--- src/hw/rtl/sfs_pkg.sv ---
// ----------------------------------------------------------------------------
// sfs_pkg
// Shared types, codes and the control store of the screen fade sequencer.
// ----------------------------------------------------------------------------
package sfs_pkg;

    // brightness and lengths
    localparam int unsigned LEVEL_W   = 5;
    localparam int unsigned SPAN_W    = 16;
    localparam int unsigned TIMER_W   = 17;
    localparam int unsigned REM_W     = TIMER_W + 1;
    localparam logic [LEVEL_W-1:0] FULL_LEVEL = LEVEL_W'(16);

    // commands
    localparam logic [1:0] CMD_TICK      = 2'd0;
    localparam logic [1:0] CMD_FADE_OUT  = 2'd1;
    localparam logic [1:0] CMD_FADE_IN   = 2'd2;
    localparam logic [1:0] CMD_FLASH     = 2'd3;

    // transition modes
    localparam logic [1:0] MODE_IDLE     = 2'd0;
    localparam logic [1:0] MODE_FADE_OUT = 2'd1;
    localparam logic [1:0] MODE_FLASH    = 2'd2;
    localparam logic [1:0] MODE_FADE_IN  = 2'd3;

    // blend modes
    localparam logic [1:0] BLEND_OFF     = 2'd0;
    localparam logic [1:0] BLEND_WHITE   = 2'd1;
    localparam logic [1:0] BLEND_BLACK   = 2'd2;

    // datapath operations
    typedef logic [2:0] op_t;
    localparam op_t OP_NOP      = 3'd0;
    localparam op_t OP_ACCEPT   = 3'd1;
    localparam op_t OP_START    = 3'd2;
    localparam op_t OP_INC      = 3'd3;
    localparam op_t OP_DIV_LOAD = 3'd4;
    localparam op_t OP_DIV_STEP = 3'd5;
    localparam op_t OP_UPDATE   = 3'd6;
    localparam op_t OP_EMIT     = 3'd7;

    // jump conditions
    typedef logic [2:0] cond_t;
    localparam cond_t COND_NEVER     = 3'd0;
    localparam cond_t COND_ALWAYS    = 3'd1;
    localparam cond_t COND_NO_INPUT  = 3'd2;
    localparam cond_t COND_CMD_TICK  = 3'd3;
    localparam cond_t COND_MODE_IDLE = 3'd4;
    localparam cond_t COND_OUT_BUSY  = 3'd5;

    // program addresses
    typedef logic [3:0] upc_t;
    localparam upc_t UPC_WAIT     = 4'd0;
    localparam upc_t UPC_DECODE   = 4'd1;
    localparam upc_t UPC_START    = 4'd2;
    localparam upc_t UPC_TICK     = 4'd3;
    localparam upc_t UPC_INC      = 4'd4;
    localparam upc_t UPC_DIV_LOAD = 4'd5;
    localparam upc_t UPC_DIV_0    = 4'd6;
    localparam upc_t UPC_DIV_1    = 4'd7;
    localparam upc_t UPC_DIV_2    = 4'd8;
    localparam upc_t UPC_DIV_3    = 4'd9;
    localparam upc_t UPC_DIV_4    = 4'd10;
    localparam upc_t UPC_UPDATE   = 4'd11;
    localparam upc_t UPC_OUT_WAIT = 4'd12;
    localparam upc_t UPC_EMIT     = 4'd13;

    typedef struct packed {
        op_t   op;
        cond_t cond;
        upc_t  target;
    } ctrl_word_t;

    typedef struct packed {
        logic in_valid;
        logic cmd_tick;
        logic mode_idle;
        logic out_busy;
    } status_t;

    // control store: one word per program step
    function automatic ctrl_word_t rom_word(input upc_t addr);
        ctrl_word_t w;
        unique case (addr)
            UPC_WAIT:     w = '{op: OP_ACCEPT,   cond: COND_NO_INPUT,  target: UPC_WAIT};
            UPC_DECODE:   w = '{op: OP_NOP,      cond: COND_CMD_TICK,  target: UPC_TICK};
            UPC_START:    w = '{op: OP_START,    cond: COND_ALWAYS,    target: UPC_OUT_WAIT};
            UPC_TICK:     w = '{op: OP_NOP,      cond: COND_MODE_IDLE, target: UPC_OUT_WAIT};
            UPC_INC:      w = '{op: OP_INC,      cond: COND_NEVER,     target: UPC_WAIT};
            UPC_DIV_LOAD: w = '{op: OP_DIV_LOAD, cond: COND_NEVER,     target: UPC_WAIT};
            UPC_DIV_0:    w = '{op: OP_DIV_STEP, cond: COND_NEVER,     target: UPC_WAIT};
            UPC_DIV_1:    w = '{op: OP_DIV_STEP, cond: COND_NEVER,     target: UPC_WAIT};
            UPC_DIV_2:    w = '{op: OP_DIV_STEP, cond: COND_NEVER,     target: UPC_WAIT};
            UPC_DIV_3:    w = '{op: OP_DIV_STEP, cond: COND_NEVER,     target: UPC_WAIT};
            UPC_DIV_4:    w = '{op: OP_DIV_STEP, cond: COND_NEVER,     target: UPC_WAIT};
            UPC_UPDATE:   w = '{op: OP_UPDATE,   cond: COND_NEVER,     target: UPC_WAIT};
            UPC_OUT_WAIT: w = '{op: OP_NOP,      cond: COND_OUT_BUSY,  target: UPC_OUT_WAIT};
            UPC_EMIT:     w = '{op: OP_EMIT,     cond: COND_ALWAYS,    target: UPC_WAIT};
            default:      w = '{op: OP_NOP,      cond: COND_ALWAYS,    target: UPC_WAIT};
        endcase
        return w;
    endfunction

endpackage

--- src/hw/rtl/sfs_sequencer.sv ---
// ----------------------------------------------------------------------------
// sfs_sequencer
// Step counter, control store read and conditional jump logic.
// ----------------------------------------------------------------------------
module sfs_sequencer import sfs_pkg::*; (
    input  logic       aclk,
    input  logic       aresetn,
    input  status_t    status,
    output ctrl_word_t ctrl
);

    upc_t upc_reg;
    upc_t upc_next;
    logic jump;

    // current control word
    assign ctrl = rom_word(upc_reg);

    // jump condition select
    always_comb begin
        unique case (ctrl.cond)
            COND_NEVER:     jump = 1'b0;
            COND_ALWAYS:    jump = 1'b1;
            COND_NO_INPUT:  jump = !status.in_valid;
            COND_CMD_TICK:  jump = status.cmd_tick;
            COND_MODE_IDLE: jump = status.mode_idle;
            COND_OUT_BUSY:  jump = status.out_busy;
            default:        jump = 1'b1;
        endcase
        upc_next = jump ? ctrl.target : upc_reg + upc_t'(1);
    end

    // step counter
    always_ff @(posedge aclk) begin
        if (!aresetn) begin
            upc_reg <= UPC_WAIT;
        end else begin
            upc_reg <= upc_next;
        end
    end

endmodule

--- src/hw/rtl/sfs_datapath.sv ---
// ----------------------------------------------------------------------------
// sfs_datapath
// Transition state, frame timer, shift-subtract divider and result register,
// each driven by the operation field of the current control word.
// ----------------------------------------------------------------------------
module sfs_datapath import sfs_pkg::*; (
    input  logic               aclk,
    input  logic               aresetn,
    input  ctrl_word_t         ctrl,
    output status_t            status,
    input  logic               s_valid,
    output logic               s_ready,
    input  logic [1:0]         s_command,
    input  logic [SPAN_W-1:0]  s_span_frames,
    input  logic [SPAN_W-1:0]  s_fade_span_frames,
    output logic               m_valid,
    input  logic               m_ready,
    output logic               m_active,
    output logic [1:0]         m_blend_mode,
    output logic [LEVEL_W-1:0] m_level
);

    // latched input word
    logic [1:0]         cmd_reg;
    logic [SPAN_W-1:0]  span_reg;
    logic [SPAN_W-1:0]  fade_span_reg;

    // transition state
    logic [1:0]         mode_reg,   mode_next;
    logic [TIMER_W-1:0] timer_reg,  timer_next;
    logic [TIMER_W-1:0] total_reg,  total_next;
    logic [SPAN_W-1:0]  hold_reg,   hold_next;
    logic [SPAN_W-1:0]  fade_reg,   fade_next;
    logic [LEVEL_W-1:0] level_reg,  level_next;
    logic [1:0]         blend_reg,  blend_next;

    // divider
    logic [REM_W-1:0]   rem_reg,    rem_next;
    logic [TIMER_W-1:0] den_reg,    den_next;
    logic [LEVEL_W-1:0] quo_reg,    quo_next;

    // result register
    logic               m_valid_reg;
    logic               m_active_reg;
    logic [1:0]         m_blend_reg;
    logic [LEVEL_W-1:0] m_level_reg;

    logic [SPAN_W-1:0]  span_min1;
    logic [SPAN_W-1:0]  fade_min1;
    logic               div_ge;
    logic [REM_W-1:0]   rem_diff;
    logic               done;
    logic [LEVEL_W-1:0] falling;
    logic               accept;

    assign s_ready = (ctrl.op == OP_ACCEPT);
    assign accept  = s_valid && s_ready;

    // status back to the sequencer
    assign status.in_valid  = s_valid;
    assign status.cmd_tick  = (cmd_reg == CMD_TICK);
    assign status.mode_idle = (mode_reg == MODE_IDLE);
    assign status.out_busy  = m_valid_reg && !m_ready;

    // zero lengths count as one frame
    assign span_min1 = (span_reg == '0) ? SPAN_W'(1) : span_reg;
    assign fade_min1 = (fade_span_reg == '0) ? SPAN_W'(1) : fade_span_reg;

    // one restoring division step
    assign div_ge   = (rem_reg >= {1'b0, den_reg});
    assign rem_diff = div_ge ? rem_reg - {1'b0, den_reg} : rem_reg;

    assign done    = (timer_reg >= total_reg);
    assign falling = (quo_reg >= FULL_LEVEL) ? '0 : FULL_LEVEL - quo_reg;

    // next state by operation
    always_comb begin
        mode_next  = mode_reg;
        timer_next = timer_reg;
        total_next = total_reg;
        hold_next  = hold_reg;
        fade_next  = fade_reg;
        level_next = level_reg;
        blend_next = blend_reg;
        rem_next   = rem_reg;
        den_next   = den_reg;
        quo_next   = quo_reg;
        unique case (ctrl.op)
            OP_START: begin
                timer_next = '0;
                unique case (cmd_reg)
                    CMD_FADE_OUT: begin
                        mode_next  = MODE_FADE_OUT;
                        total_next = {1'b0, span_min1};
                        blend_next = BLEND_WHITE;
                    end
                    CMD_FADE_IN: begin
                        mode_next  = MODE_FADE_IN;
                        total_next = {1'b0, span_min1};
                        blend_next = BLEND_BLACK;
                        level_next = FULL_LEVEL;
                    end
                    CMD_FLASH: begin
                        mode_next  = MODE_FLASH;
                        hold_next  = span_min1;
                        fade_next  = fade_min1;
                        total_next = {1'b0, span_min1} + {1'b0, fade_min1};
                        blend_next = BLEND_WHITE;
                    end
                    default: begin
                        mode_next = mode_reg;
                    end
                endcase
            end
            OP_INC: begin
                timer_next = timer_reg + TIMER_W'(1);
            end
            OP_DIV_LOAD: begin
                quo_next = '0;
                if (mode_reg == MODE_FLASH) begin
                    den_next = {1'b0, fade_reg};
                    if (timer_reg > {1'b0, hold_reg}) begin
                        rem_next = {1'b0, timer_reg - {1'b0, hold_reg}};
                    end else begin
                        rem_next = '0;
                    end
                end else begin
                    den_next = total_reg;
                    rem_next = {1'b0, timer_reg};
                end
            end
            OP_DIV_STEP: begin
                rem_next = {rem_diff[REM_W-2:0], 1'b0};
                quo_next = {quo_reg[LEVEL_W-2:0], div_ge};
            end
            OP_UPDATE: begin
                unique case (mode_reg)
                    MODE_FADE_OUT: begin
                        level_next = (quo_reg > FULL_LEVEL) ? FULL_LEVEL : quo_reg;
                        if (done) begin
                            mode_next = MODE_IDLE;
                        end
                    end
                    MODE_FLASH, MODE_FADE_IN: begin
                        if (mode_reg == MODE_FLASH && timer_reg <= {1'b0, hold_reg}) begin
                            level_next = FULL_LEVEL;
                        end else begin
                            level_next = falling;
                        end
                        if (done) begin
                            level_next = '0;
                            blend_next = BLEND_OFF;
                            mode_next  = MODE_IDLE;
                        end
                    end
                    default: begin
                        mode_next = mode_reg;
                    end
                endcase
            end
            default: begin
                mode_next = mode_reg;
            end
        endcase
    end

    // transition state registers
    always_ff @(posedge aclk) begin
        if (!aresetn) begin
            mode_reg  <= MODE_IDLE;
            timer_reg <= '0;
            total_reg <= '0;
            hold_reg  <= '0;
            fade_reg  <= '0;
            level_reg <= '0;
            blend_reg <= BLEND_OFF;
        end else begin
            mode_reg  <= mode_next;
            timer_reg <= timer_next;
            total_reg <= total_next;
            hold_reg  <= hold_next;
            fade_reg  <= fade_next;
            level_reg <= level_next;
            blend_reg <= blend_next;
        end
    end

    // input word and divider working registers
    always_ff @(posedge aclk) begin
        if (accept) begin
            cmd_reg       <= s_command;
            span_reg      <= s_span_frames;
            fade_span_reg <= s_fade_span_frames;
        end
        rem_reg <= rem_next;
        den_reg <= den_next;
        quo_reg <= quo_next;
    end

    // result register, loaded only when empty or being taken
    always_ff @(posedge aclk) begin
        if (!aresetn) begin
            m_valid_reg <= 1'b0;
        end else if (ctrl.op == OP_EMIT) begin
            m_valid_reg <= 1'b1;
        end else if (m_ready) begin
            m_valid_reg <= 1'b0;
        end
    end

    always_ff @(posedge aclk) begin
        if (ctrl.op == OP_EMIT) begin
            m_active_reg <= (mode_reg != MODE_IDLE);
            m_blend_reg  <= blend_reg;
            m_level_reg  <= level_reg;
        end
    end

    assign m_valid      = m_valid_reg;
    assign m_active     = m_active_reg;
    assign m_blend_mode = m_blend_reg;
    assign m_level      = m_level_reg;

endmodule

--- src/hw/rtl/screen_fade_sequencer_top.sv ---
// ----------------------------------------------------------------------------
// screen_fade_sequencer_top
// Frame-driven screen brightness transition sequencer, run by a short
// microprogram over a small datapath with a shift-subtract divider.
// ----------------------------------------------------------------------------
//
//  channel  | handshake          | word
//  ---------+--------------------+----------------------------------------------
//  input    | s_valid / s_ready  | s_command, s_span_frames, s_fade_span_frames
//  result   | m_valid / m_ready  | m_active, m_blend_mode, m_level
//
//  a running tick steps from acceptance through decode, tick, increment,
//  divider load, five divider steps, update and output wait to the result
//  load; a start command or an idle tick skips increment, divider and update
//  the next word is taken in the cycle after the result is loaded, while
//  that result may still be waiting in the output register
//  a stalled result holds the sequencer in its output wait step
//  aresetn is synchronous, active low, and clears all transition state
//
module screen_fade_sequencer_top import sfs_pkg::*; (
    input  logic               aclk,
    input  logic               aresetn,
    input  logic               s_valid,
    output logic               s_ready,
    input  logic [1:0]         s_command,
    input  logic [SPAN_W-1:0]  s_span_frames,
    input  logic [SPAN_W-1:0]  s_fade_span_frames,
    output logic               m_valid,
    input  logic               m_ready,
    output logic               m_active,
    output logic [1:0]         m_blend_mode,
    output logic [LEVEL_W-1:0] m_level
);

    ctrl_word_t ctrl;
    status_t    status;

    // microprogram control
    sfs_sequencer u_sequencer (
        .aclk    (aclk),
        .aresetn (aresetn),
        .status  (status),
        .ctrl    (ctrl)
    );

    // state, divider and result register
    sfs_datapath u_datapath (
        .aclk               (aclk),
        .aresetn            (aresetn),
        .ctrl               (ctrl),
        .status             (status),
        .s_valid            (s_valid),
        .s_ready            (s_ready),
        .s_command          (s_command),
        .s_span_frames      (s_span_frames),
        .s_fade_span_frames (s_fade_span_frames),
        .m_valid            (m_valid),
        .m_ready            (m_ready),
        .m_active           (m_active),
        .m_blend_mode       (m_blend_mode),
        .m_level            (m_level)
    );

endmodule

--- config.mk ---
export PLATFORM = sky130hd
export DESIGN_NAME = screen_fade_sequencer_top
export DESIGN_NICKNAME = d
export VERILOG_FILES = /design/src/hw/rtl/sfs_pkg.sv /design/src/hw/rtl/sfs_sequencer.sv /design/src/hw/rtl/sfs_datapath.sv /design/src/hw/rtl/screen_fade_sequencer_top.sv
export SDC_FILE = /design/constraint.sdc
export NUM_CORES = 1
export LEC_CHECK = 0
export CORE_ASPECT_RATIO = 1.1
export CORE_MARGIN = 3
export CORE_UTILIZATION = 30
export CTS_BUF_LIST = sky130_fd_sc_hd__clkbuf_16
export DETAILED_ROUTE_END_ITERATION = 7
export DONT_BUFFER_PORTS = 1
export HOLD_SLACK_MARGIN = 0.03
export PLACE_DENSITY_LB_ADDON = 0.15
export SETUP_SLACK_MARGIN = 0.5
export SYNTH_ARGS = -nofsm -noshare
export SYNTH_HDL_FRONTEND = slang
export SYNTH_SLANG_ARGS = --single-unit
--- constraint.sdc ---
create_clock -name aclk -period 5.85 [get_ports aclk]
set_clock_uncertainty 0.1 [all_clocks]
set_input_delay 0.8775 -clock aclk [delete_from_list [all_inputs] [get_ports aclk]]
set_output_delay 0.8775 -clock aclk [all_outputs]
set_load 0.005 [all_outputs]
# Word level (Yosys, flattened, before mapping)
# Memories as Yosys holds them, arrays and structs flattened. A register that Yosys moved wholly into a read port is not among the register bits.
# Cells that the tools add are included.
[word_totals] register_bits=162 mem_bits_ro=160 inputBits=38 output_inout_bits=10 word_cells=110 n_memories=1
[memory_table] memory="(name not given)" words=16 width=10 rd=1 rd_clocked_by_memory_dff=1 wr=0 line_no="sfs_pkg.sv:84" source="unique case (addr)"
[op_classes] n_addsub=6 n_lt_le_gt_ge=6 eq_ne=24 mux=29 n_reduce_logical=25
[ops] op="$pmux 17 s2" count=2
[ops] op="$mux 17" count=3
[ops] op="$mux 16" count=3
[ops] op="$pmux 18 s2" count=1
[ops] op="$logic_not 16->1" count=2
[ops] op="$pmux 5 s2" count=3
[ops] op="$mux 5" count=5
[ops] op="$eq 3x3->1 const B" count=6
[ops] op="$ge 18x17->1" count=1
[ops] op="$add 16x16->17" count=1
[ops] op="$add 17x1->17 const B" count=1
[ops] op="$ge 17x17->1" count=1
[ops] op="$gt 17x16->1" count=1
[ops] op="$le 17x16->1" count=1
[ops] op="$sub 17x16->17" count=1
[ops] op="$sub 17x17->17" count=1
[ops] op="$eq 3x2->1 const B" count=4
[ops] op="$pmux 2 s2" count=3
[ops] op="$reduce_bool 2->1" count=6
[ops] op="$eq 2x2->1 const B" count=4
[ops] op="$mux 4" count=2
[ops] op="$reduce_and 4->1" count=2
[ops] op="$mux 2" count=3
[ops] op="$ne 2x1->1 const B" count=3
[ops] op="other kinds (20)" count=30

# Logic depth before layout (Yosys ltp)
# Gate-level depths: netlist of run 1.
[depth] depth_word=6 ltp_mapped=13 ltp_nobuf=13

# Cells and area by module
# From an unflattened synthesis of run 1, not the netlist that was laid out.
[unflattened] cells_unflattened=1122 hier_area_um2=10327.4
[by_module_without_submodules] mod="sfs_datapath" n_inst=1 cells_each=1034 area_per_inst_um2=9552.9 seq_area_each_um2=3983.8
[by_module_without_submodules] mod="sfs_sequencer" n_inst=1 cells_each=88 area_per_inst_um2=774.5 seq_area_each_um2=240.2

# Worst setup path after synthesis of run 1
# OpenSTA, ideal clock, no wires.
[synth_timing] path_type="register to register" startpoint="register u_sequencer.ctrl[9] (netlist name)" endpoint="register u_datapath.den_reg[0], enable pin" setup_ps=392 t_arrival_ps=2506 required_time_ps=5358 slack_ps=2852 path_stages_with_launch=3 path_buffers=0 synth_period_minus_slack_ps=2998 path_cell_list="dfxtp_1 -> nor2b_1 -> nor2b_1"
[synth_via] elab_chain_cells=1
[synth_lines] element="$eq 3x3->1" line_no="sfs_datapath.sv:88" source="unique case (ctrl.op)"
[synth_lines] element="end signal: assignment" line_no="sfs_datapath.sv:196" source="den_reg <= den_next;"
[synth_lines] element="end: declaration" line_no="sfs_datapath.sv:39" source="logic [TIMER_W-1:0] den_reg, den_next;"
# Every way passes these cells.
# A chain may end at the register's enable or synchronous reset.

# Worst setup path after layout of run 1
[layout_timing] startpoint="register u_datapath.fade_span_reg[13]" endpoint="register u_datapath.total_reg[14]"
[layout_via] elab_chain_cells=4
[layout_lines] element="start: declaration" line_no="sfs_datapath.sv:26" source="logic [SPAN_W-1:0] fade_span_reg;"
[layout_lines] element="start signal: assignment" line_no="sfs_datapath.sv:193" source="fade_span_reg <= s_fade_span_frames;"
[layout_lines] element="$logic_not 16->1" line_no="sfs_datapath.sv:67" source="assign fade_min1 = (fade_span_reg == '0) ? SPAN_W'(1) : fade_span_reg;"
[layout_lines] element="$mux 16" line_no="sfs_datapath.sv:67"
[layout_lines] element="net u_datapath.fade_min1[0]" line_no="sfs_datapath.sv:49" source="logic [SPAN_W-1:0] fade_min1;"
[layout_lines] element="$add 16x16->17" line_no="sfs_datapath.sv:107" source="total_next = {1'b0, span_min1} + {1'b0, fade_min1};"
[layout_lines] element="$pmux 17 s2" line_no="sfs_datapath.sv:91" source="unique case (cmd_reg)"
[layout_lines] element="end signal: assignment" line_no="sfs_datapath.sv:180" source="total_reg <= total_next;"
[layout_lines] element="end: declaration" line_no="sfs_datapath.sv:31" source="logic [TIMER_W-1:0] total_reg, total_next;"
# The timed path passes the listed nets, and every way through them passes these cells.

==> results of run 1 <==
[metal layers]
layer  share of wire  vias up  track usage
li1                -     3950            -
met1            0.50     3584        0.203
met2            0.46      116        0.236
met3           0.020       20       0.0227
met4           0.018        0       0.0446
met5               0        -            0
[power groups by stage]
| stage | Sequential (mW) | Clock, mW | Combinational (mW) |
|---|---|---|---|
| floorplan | 1.51 | 0 | 0.923 |
| global route | 1.56 | 1.14 | 1.31 |
| global placement | 1.56 | 0 | 1.17 |
| detailed placement | 1.57 | 0 | 1.17 |
| CTS | 1.54 | 1.09 | 1.17 |
| finish | 1.54 | 1.05 | 1.17 |
[cell families (layout without fill, tap and decap cells)]
logic type,count (synthesis),count (layout)
simple gates,347,347
compound gates,319,319
flops,170,170
buf+inv,152,125
fa+ha+maj,77,77
xor+xnor,35,35
mux,17,17
[cell usage in the layout (no fill, tap or decap), types with 4 or more instances in the layout]
master	synthesis	routed
nand2_1	138	138
a21oi_1	97	97
dfxtp_1	88	88
nor2_1	86	85
edfxtp_1	82	82
inv_1	81	81
ha_1	74	74
o21ai_0	59	59
a211oi_1	28	28
nor3_1	21	20
xor2_1	20	20
nand3_1	17	17
clkbuf_16	0	17
xnor2_1	15	15
nor2b_1	15	14
mux2i_1	14	14
o21a_1	12	12
buf_4	1	12
nand2b_1	11	11
a221oi_1	11	11
and2_1	10	10
a21o_1	10	10
nand4_1	10	10
or3_1	9	9
o211ai_1	9	9
a31oi_1	9	9
nor4_1	8	8
o21bai_1	7	7
a22oi_1	7	7
a311oi_1	7	7
and3_1	6	6
o22ai_1	6	6
o211a_1	6	6
a2111oi_0	6	6
inv_2	0	5
o31a_1	4	4
o31ai_1	4	4
o311ai_0	4	4
a32o_1	4	4
[area by class of cell]
type,instances,area [µm²],share of cell area
well taps,426,533,0.0489
clock inverters,15,106,0.00975
multi-input cells,795,5230,0.479
repair buffers,12,90.1,0.00826
inverters,81,304,0.0279
flip-flops and latches,170,4220,0.387
clock buffers,17,425,0.0390
[stage by stage]
stage	power (mW)	cell area (µm²)	worst slack (ps)	utilization	hold WS, ps
4_1_cts	3.80	10900	2150	0.334	339
6_report	3.76	10900	2270	0.334	335
3_3_place_gp	2.73	10400	2220	0.318	320
2_1_floorplan	2.44	10000	2850	-	308
3_5_place_dp	2.73	10400	2170	0.318	323
5_1_grt	4.01	10900	1940	0.334	349
[worst max path at each step]
stage	cells after the start	to
after floorplan	2	u_datapath.den_reg[0]$_DFFE_PN_
after global placement	12	u_datapath.total_reg[14]$_SDFFE_PN0P_
after detailed placement	12	u_datapath.total_reg[14]$_SDFFE_PN0P_
after CTS	12	u_datapath.total_reg[14]$_SDFFE_PN0P_
after global routing	13	u_datapath.total_reg[14]$_SDFFE_PN0P_
final	12	u_datapath.total_reg[14]$_SDFFE_PN0P_
==> run summary, run 1 <==
## GRT
* **pin count of the biggest net entering global routing** 64
* **Total Routing Usage GR** 0.146
* **first-pass GRT wire length** 41800 µm
* **residual overflow from global routing** 0
* **via count of the first global-routing pass** 7612
* **number of antenna violations at the first check in global routing** 0

## Critical path
* **worst setup slack for register-to-register paths** 2270 ps
* **count of cells along the worst register-to-register path** 12
* **Largest stage delay, worst path** 460 ps
* **launch point of the critical path** u_datapath.fade_span_reg[13]$_DFFE_PP_
* **type of the setup path with the least slack** flip-flop to flip-flop
* **cell family with most CP delay** compound AO/OA/AOI/OAI gates
* **category of the worst setup path launch point** flip-flop
* **master of the slowest instance on the critical path** nor4_1
* **required arrival time at the worst endpoint** 6090 ps
* **worst path arrival time** 3820 ps
* **crit path capture type** flip-flop
* **Worst Path Buf+Inv** 1
* **launching point of the worst reg2reg path** u_datapath.fade_span_reg[13]$_DFFE_PP_
* **maximum fanout along the worst path** 4
* **cell-by-cell trace of the critical path** nor4_1, a41o_1, ha_1, inv_1, fa_1, nor2b_1, o31a_1, o2111ai_1, a21boi_0, mux2i_1, o21ai_0, a221oi_1
* **worst r2r dst** u_datapath.total_reg[14]$_SDFFE_PN0P_

## Power and ir drop
* **leakage power total** 4.09 nW
* **share of total power in combinational logic** 0.311
* **Cell Pwr Density** 344 mW/mm²
* **Cell Int Power** 2.45 mW
* **Max IR drop VDD** 0.000181 V
* **Switching Power** 1.31 mW
* **Sequential Power Share** 0.410
* **fraction of power spent switching nets** 0.349
* **part of the total power dissipated in the clock network** 0.279

## Logic synthesis
* **share of flip-flops with an asynchronous set or reset after synthesis** 0
* **synthesized net count** 1232
* **main area contributors after synthesis** edfxtp_1, dfxtp_1, ha_1
* **main combinational cell family by area after synthesis** compound AO/OA/AOI/OAI gates
* **gate count after technology mapping** 1117
* **Warnings, synthesis** 0
* **mux share of post-synthesis cell area** 0.0174
* **synthesized-area fraction occupied by xor and xnor cells** 0.0306
* **mean instance size in the synthesized netlist** 8.97 µm²
* **top flip-flop cell by instance count after synthesis** dfxtp_1
* **largest area contributor in the netlist** edfxtp_1
* **fraction of synthesized cell area taken by the top area cell type** 0.246
* **sequential fraction of the synthesis area** 0.422
* **Post-synth top cells** nand2_1, a21oi_1, dfxtp_1
* **number of register bits inferred by synthesis** 170
* **total standard cell area after synthesis** 0.0100 mm²
* **Distinct cells, synth** 75
* **simple-gate area share of the yosys netlist** 0.160
* **synthesized-area fraction occupied by adder cells** 0.0984
* **Synth Area in Compound Gates** 0.215
* **most repeated cell in the gate-level netlist after synthesis** nand2_1
* **number of enable-type register cells in the synthesized netlist** 82

## CTS
* **Clk Latency, worst-skew pair** 430 ps
* **count of hold-fix buffers inserted at cts** 0
* **total number of H-tree levels** 4
* **Bufs on Longest Clock Path** 2
* **CTS clock-pin slew for the worst setup and hold paths** 60 ps
* **quantity of gates resized following cts** 0
* **number of buffers inserted during clock tree synthesis** 17
* **Root Driver** clkbuf_16
* **total number of clock tree sinks** 170
* **CTS tree** yes
* **buffers inserted by post-CTS timing repair** 0

## STA
* **measured slew at the worst slew-check pin** 979 ps
* **Max Transition Viols Final** 0
* **number of endpoints failing setup at the final stage** 0
* **setup repair after global routing missed its margin** false
* **Worst slew margin** 0.345
* **clock period minus final worst setup slack** 3580 ps
* **Sum Neg Setup Slack** 0 ps
* **total count of hold-check failures in the final report** 0
* **share of the clock period used by the worst path after layout** 0.612
* **Achievable Freq** 279 MHz

## Min path
* **Worst Hold Path Cells** 0
* **worst min-delay path startpoint** u_datapath.level_reg[1]$_SDFFE_PN0P_
* **endpoint with the worst hold slack** u_datapath.m_level[1]$_DFFE_PP_
* **Hold WC Path Type** flip-flop to flip-flop

## Run
* **Max-Cap Viols** 0

## Detailed routing
* **vias after detailed routing** 7670
* **post-detailed-route DRC marker count** 0
* **average wire length per cell after detail routing** 17.0 µm
* **Detail Route Antenna Nets** 0
* **initial DRC count** 431
* **number of iterations in the first detailed-routing pass** 5
* **drt total wl** 25800 µm
* **ratio of routed vias to standard cells** 5.06

## Placement
* **total of buffers placed on input and output ports** 0
* **total placed cells including tap cells** 1484
* **DPL Wire Length** 19700 µm
* **routability cong.** 0.885

## Die
* **Die Footprint** 0.0356 mm²
* **area of the core** 0.0326 mm²
* **die height** 198 µm
* **Cell Rows** 69
* **Top Ports** 48
* **effective utilization at floorplan** 0.307
* **Die X** 180 µm

## Finish
* **non-filler instance count after layout** 1516
* **Nets** 1192
* **area overhead of the layout relative to synthesis** 8.92%
* **share of cells above drive strength 1** 0.0606
* **number of flip-flops in the largest register** 18
* **Diodes inserted** 0
* **fillcell total** 3440

## Run status
* **result of the run** completed

(Power assumes the default switching activity.)
==> run 2: changes to the inputs <==
- clock period: 5.85 -> 3.5 ns (I/O delays scaled with it)
==> run 2 against run 1 <==
Total power grew 76%. Utilization grew 2.0 points. Via count grew 3.8%. Largest power group unchanged.
==> run summary, run 2 (synthesized netlist as in run 1, its figures left out) <==
## Finish
* **share of cells above drive strength 1** 0.142
* **Nets** 1237
* **footprint of the multi-input gates** 0.00548 mm²
* **number of flip-flops in the largest register** 18
* **Diodes inserted** 0
* **most common library cell in the layout ignoring fill and taps** nand2_1
* **Sequential Area** 0.00423 mm²
* **most frequent cells in the layout** nand2_1, a21oi_1, dfxtp_1
* **fillcell total** 3391
* **non-filler instance count after layout** 1561
* **final design utilization** 0.354
* **area overhead of the layout relative to synthesis** 15.3%

## STA
* **setup repair after global routing missed its margin** true
* **measured slew at the worst slew-check pin** 826 ps
* **Max Transition Viols Final** 0
* **share of the clock period used by the worst path after layout** 0.918
* **clock period minus final worst setup slack** 3210 ps
* **Sum Neg Setup Slack** 0 ps
* **number of endpoints failing setup at the final stage** 0
* **Achievable Freq** 311 MHz
* **total count of hold-check failures in the final report** 0
* **Worst slew margin** 0.448

## CTS
* **CTS clock-pin slew for the worst setup and hold paths** 70 ps
* **CTS tree** yes
* **Root Driver** clkbuf_16
* **total number of H-tree levels** 4
* **Bufs on Longest Clock Path** 2
* **Clk Latency, worst-skew pair** 430 ps
* **number of buffers inserted during clock tree synthesis** 17
* **count of hold-fix buffers inserted at cts** 0
* **total number of clock tree sinks** 170

## Placement
* **total of buffers placed on input and output ports** 0
* **total placed cells including tap cells** 1503
* **DPL Wire Length** 19800 µm
* **routability cong.** 0.878

## Detailed routing
* **ratio of routed vias to standard cells** 5.10
* **initial DRC count** 555
* **post-detailed-route DRC marker count** 0
* **number of iterations in the first detailed-routing pass** 5
* **vias after detailed routing** 7959
* **drt total wl** 26600 µm
* **average wire length per cell after detail routing** 17.0 µm
* **Detail Route Antenna Nets** 0

## Critical path
* **worst r2r dst** u_datapath.total_reg[14]$_SDFFE_PN0P_
* **required arrival time at the worst endpoint** 3740 ps
* **launch point of the critical path** u_datapath.fade_span_reg[12]$_DFFE_PP_
* **type of the setup path with the least slack** flip-flop to flip-flop
* **launching point of the worst reg2reg path** u_datapath.fade_span_reg[12]$_DFFE_PP_
* **critical path capture point** u_datapath.total_reg[14]$_SDFFE_PN0P_
* **crit path capture type** flip-flop
* **worst setup slack for register-to-register paths** 290 ps
* **worst path arrival time** 3460 ps
* **count of cells along the worst register-to-register path** 13
* **category of the worst setup path launch point** flip-flop
* **maximum fanout along the worst path** 2

## GRT
* **first-pass GRT wire length** 42400 µm
* **Total Routing Usage GR** 0.147
* **pin count of the biggest net entering global routing** 58
* **via count of the first global-routing pass** 7822
* **number of antenna violations at the first check in global routing** 0
* **residual overflow from global routing** 0

## Die
* **Top Ports** 48
* **die height** 198 µm
* **Cell Rows** 69
* **area of the core** 0.0326 mm²
* **effective utilization at floorplan** 0.307
* **Die Footprint** 0.0356 mm²
* **Die X** 180 µm

## Power and ir drop
* **leakage power total** 4.37 nW
* **Max IR drop VDD** 0.000352 V
* **Cell Pwr Density** 573 mW/mm²
* **Total Power** 6.62 mW

## Run
* **Max-Cap Viols** 0

## Min path
* **Hold WC Path Type** input pin to flip-flop

## Run status
* **result of the run** completed

[run 2: cell types whose count changed in the layout (fill, tap and decap cells not counted), moves of 5 or more]
cell      delta
a221oi_1     -6
ha_1         -5
a211oi_1     -8
buf_4       +43
nor4_1       -5
nor4_2       +5
a211oi_2     +5
a221oi_2     +6
o21ai_0      -5
[run 2: worst min path at each step]
stage / end / cells after the start / startpoint
2_1_floorplan: u_datapath.m_blend_mode[1]$_DFFE_PP_ / 0 / u_datapath.blend_reg[1]$_SDFFE_PN0P_
3_3_place_gp: u_datapath.m_blend_mode[1]$_DFFE_PP_ / 0 / u_datapath.blend_reg[1]$_SDFFE_PN0P_
3_5_place_dp: u_datapath.m_level[4]$_DFFE_PP_ / 0 / u_datapath.level_reg[4]$_SDFFE_PN0P_
4_1_cts: u_datapath.fade_span_reg[3]$_DFFE_PP_ / 0 / s_fade_span_frames[3]
5_1_grt: u_datapath.span_reg[2]$_DFFE_PP_ / 0 / s_span_frames[2]
6_report: u_datapath.cmd_reg[1]$_DFFE_PP_ / 0 / s_command[1]
[run 2: where the power goes]
group	switching, mW	total (mW)	leakage, nW	internal (mW)
sequential	0.185	2.56	1.49	2.38
combinational	1.29	2.22	2.59	0.922
clock	0.849	1.84	0.286	0.993
total	2.33	6.62	4.37	4.29
[run 2: per-stage QoR]
step	setup WS, ps	cell area (µm²)	hold slack [ps]
6_report	286	11600	84.4
5_1_grt	149	11600	60.0
4_1_cts	266	11200	64.7
3_5_place_dp	12.2	10500	320
3_3_place_gp	148	10500	321
2_1_floorplan	502	10000	308
[run 2: area by class of cell]
class	instances	share of cell area
tap	426	0.0461
timing repair buffer	57	0.0384
clock buffer	17	0.0368
clock inverter	15	0.0118
inverter	81	0.0263
sequential	170	0.366
multi-input combinational	795	0.475
[run 2: worst max-delay path, cell delays in order, from the launching register on]
cell       delay (ps)
edfxtp_1          400
nor4_2            330
buf_4             170
a41o_1            200
ha_2              210
inv_2              40
fa_2              340
nor2b_2           150
o31a_1            230
o2111ai_2         150
a21boi_2          210
mux2i_1           210
o21ai_1           100
a221oi_2          280
[run 2: timing repair]
item / CTS / global route
buffers inserted: 8 / 18
setup endpoints to repair: 25 / 31
resized for setup: 23 / 41
pin swaps: 9 / 23
[run 2: metal layers]
metal,track usage,vias to the layer above,share of wire
li1,-,4027,-
met1,0.205,3733,0.49
met2,0.235,165,0.45
met3,0.0236,34,0.028
met4,0.0469,0,0.024
met5,0,-,0
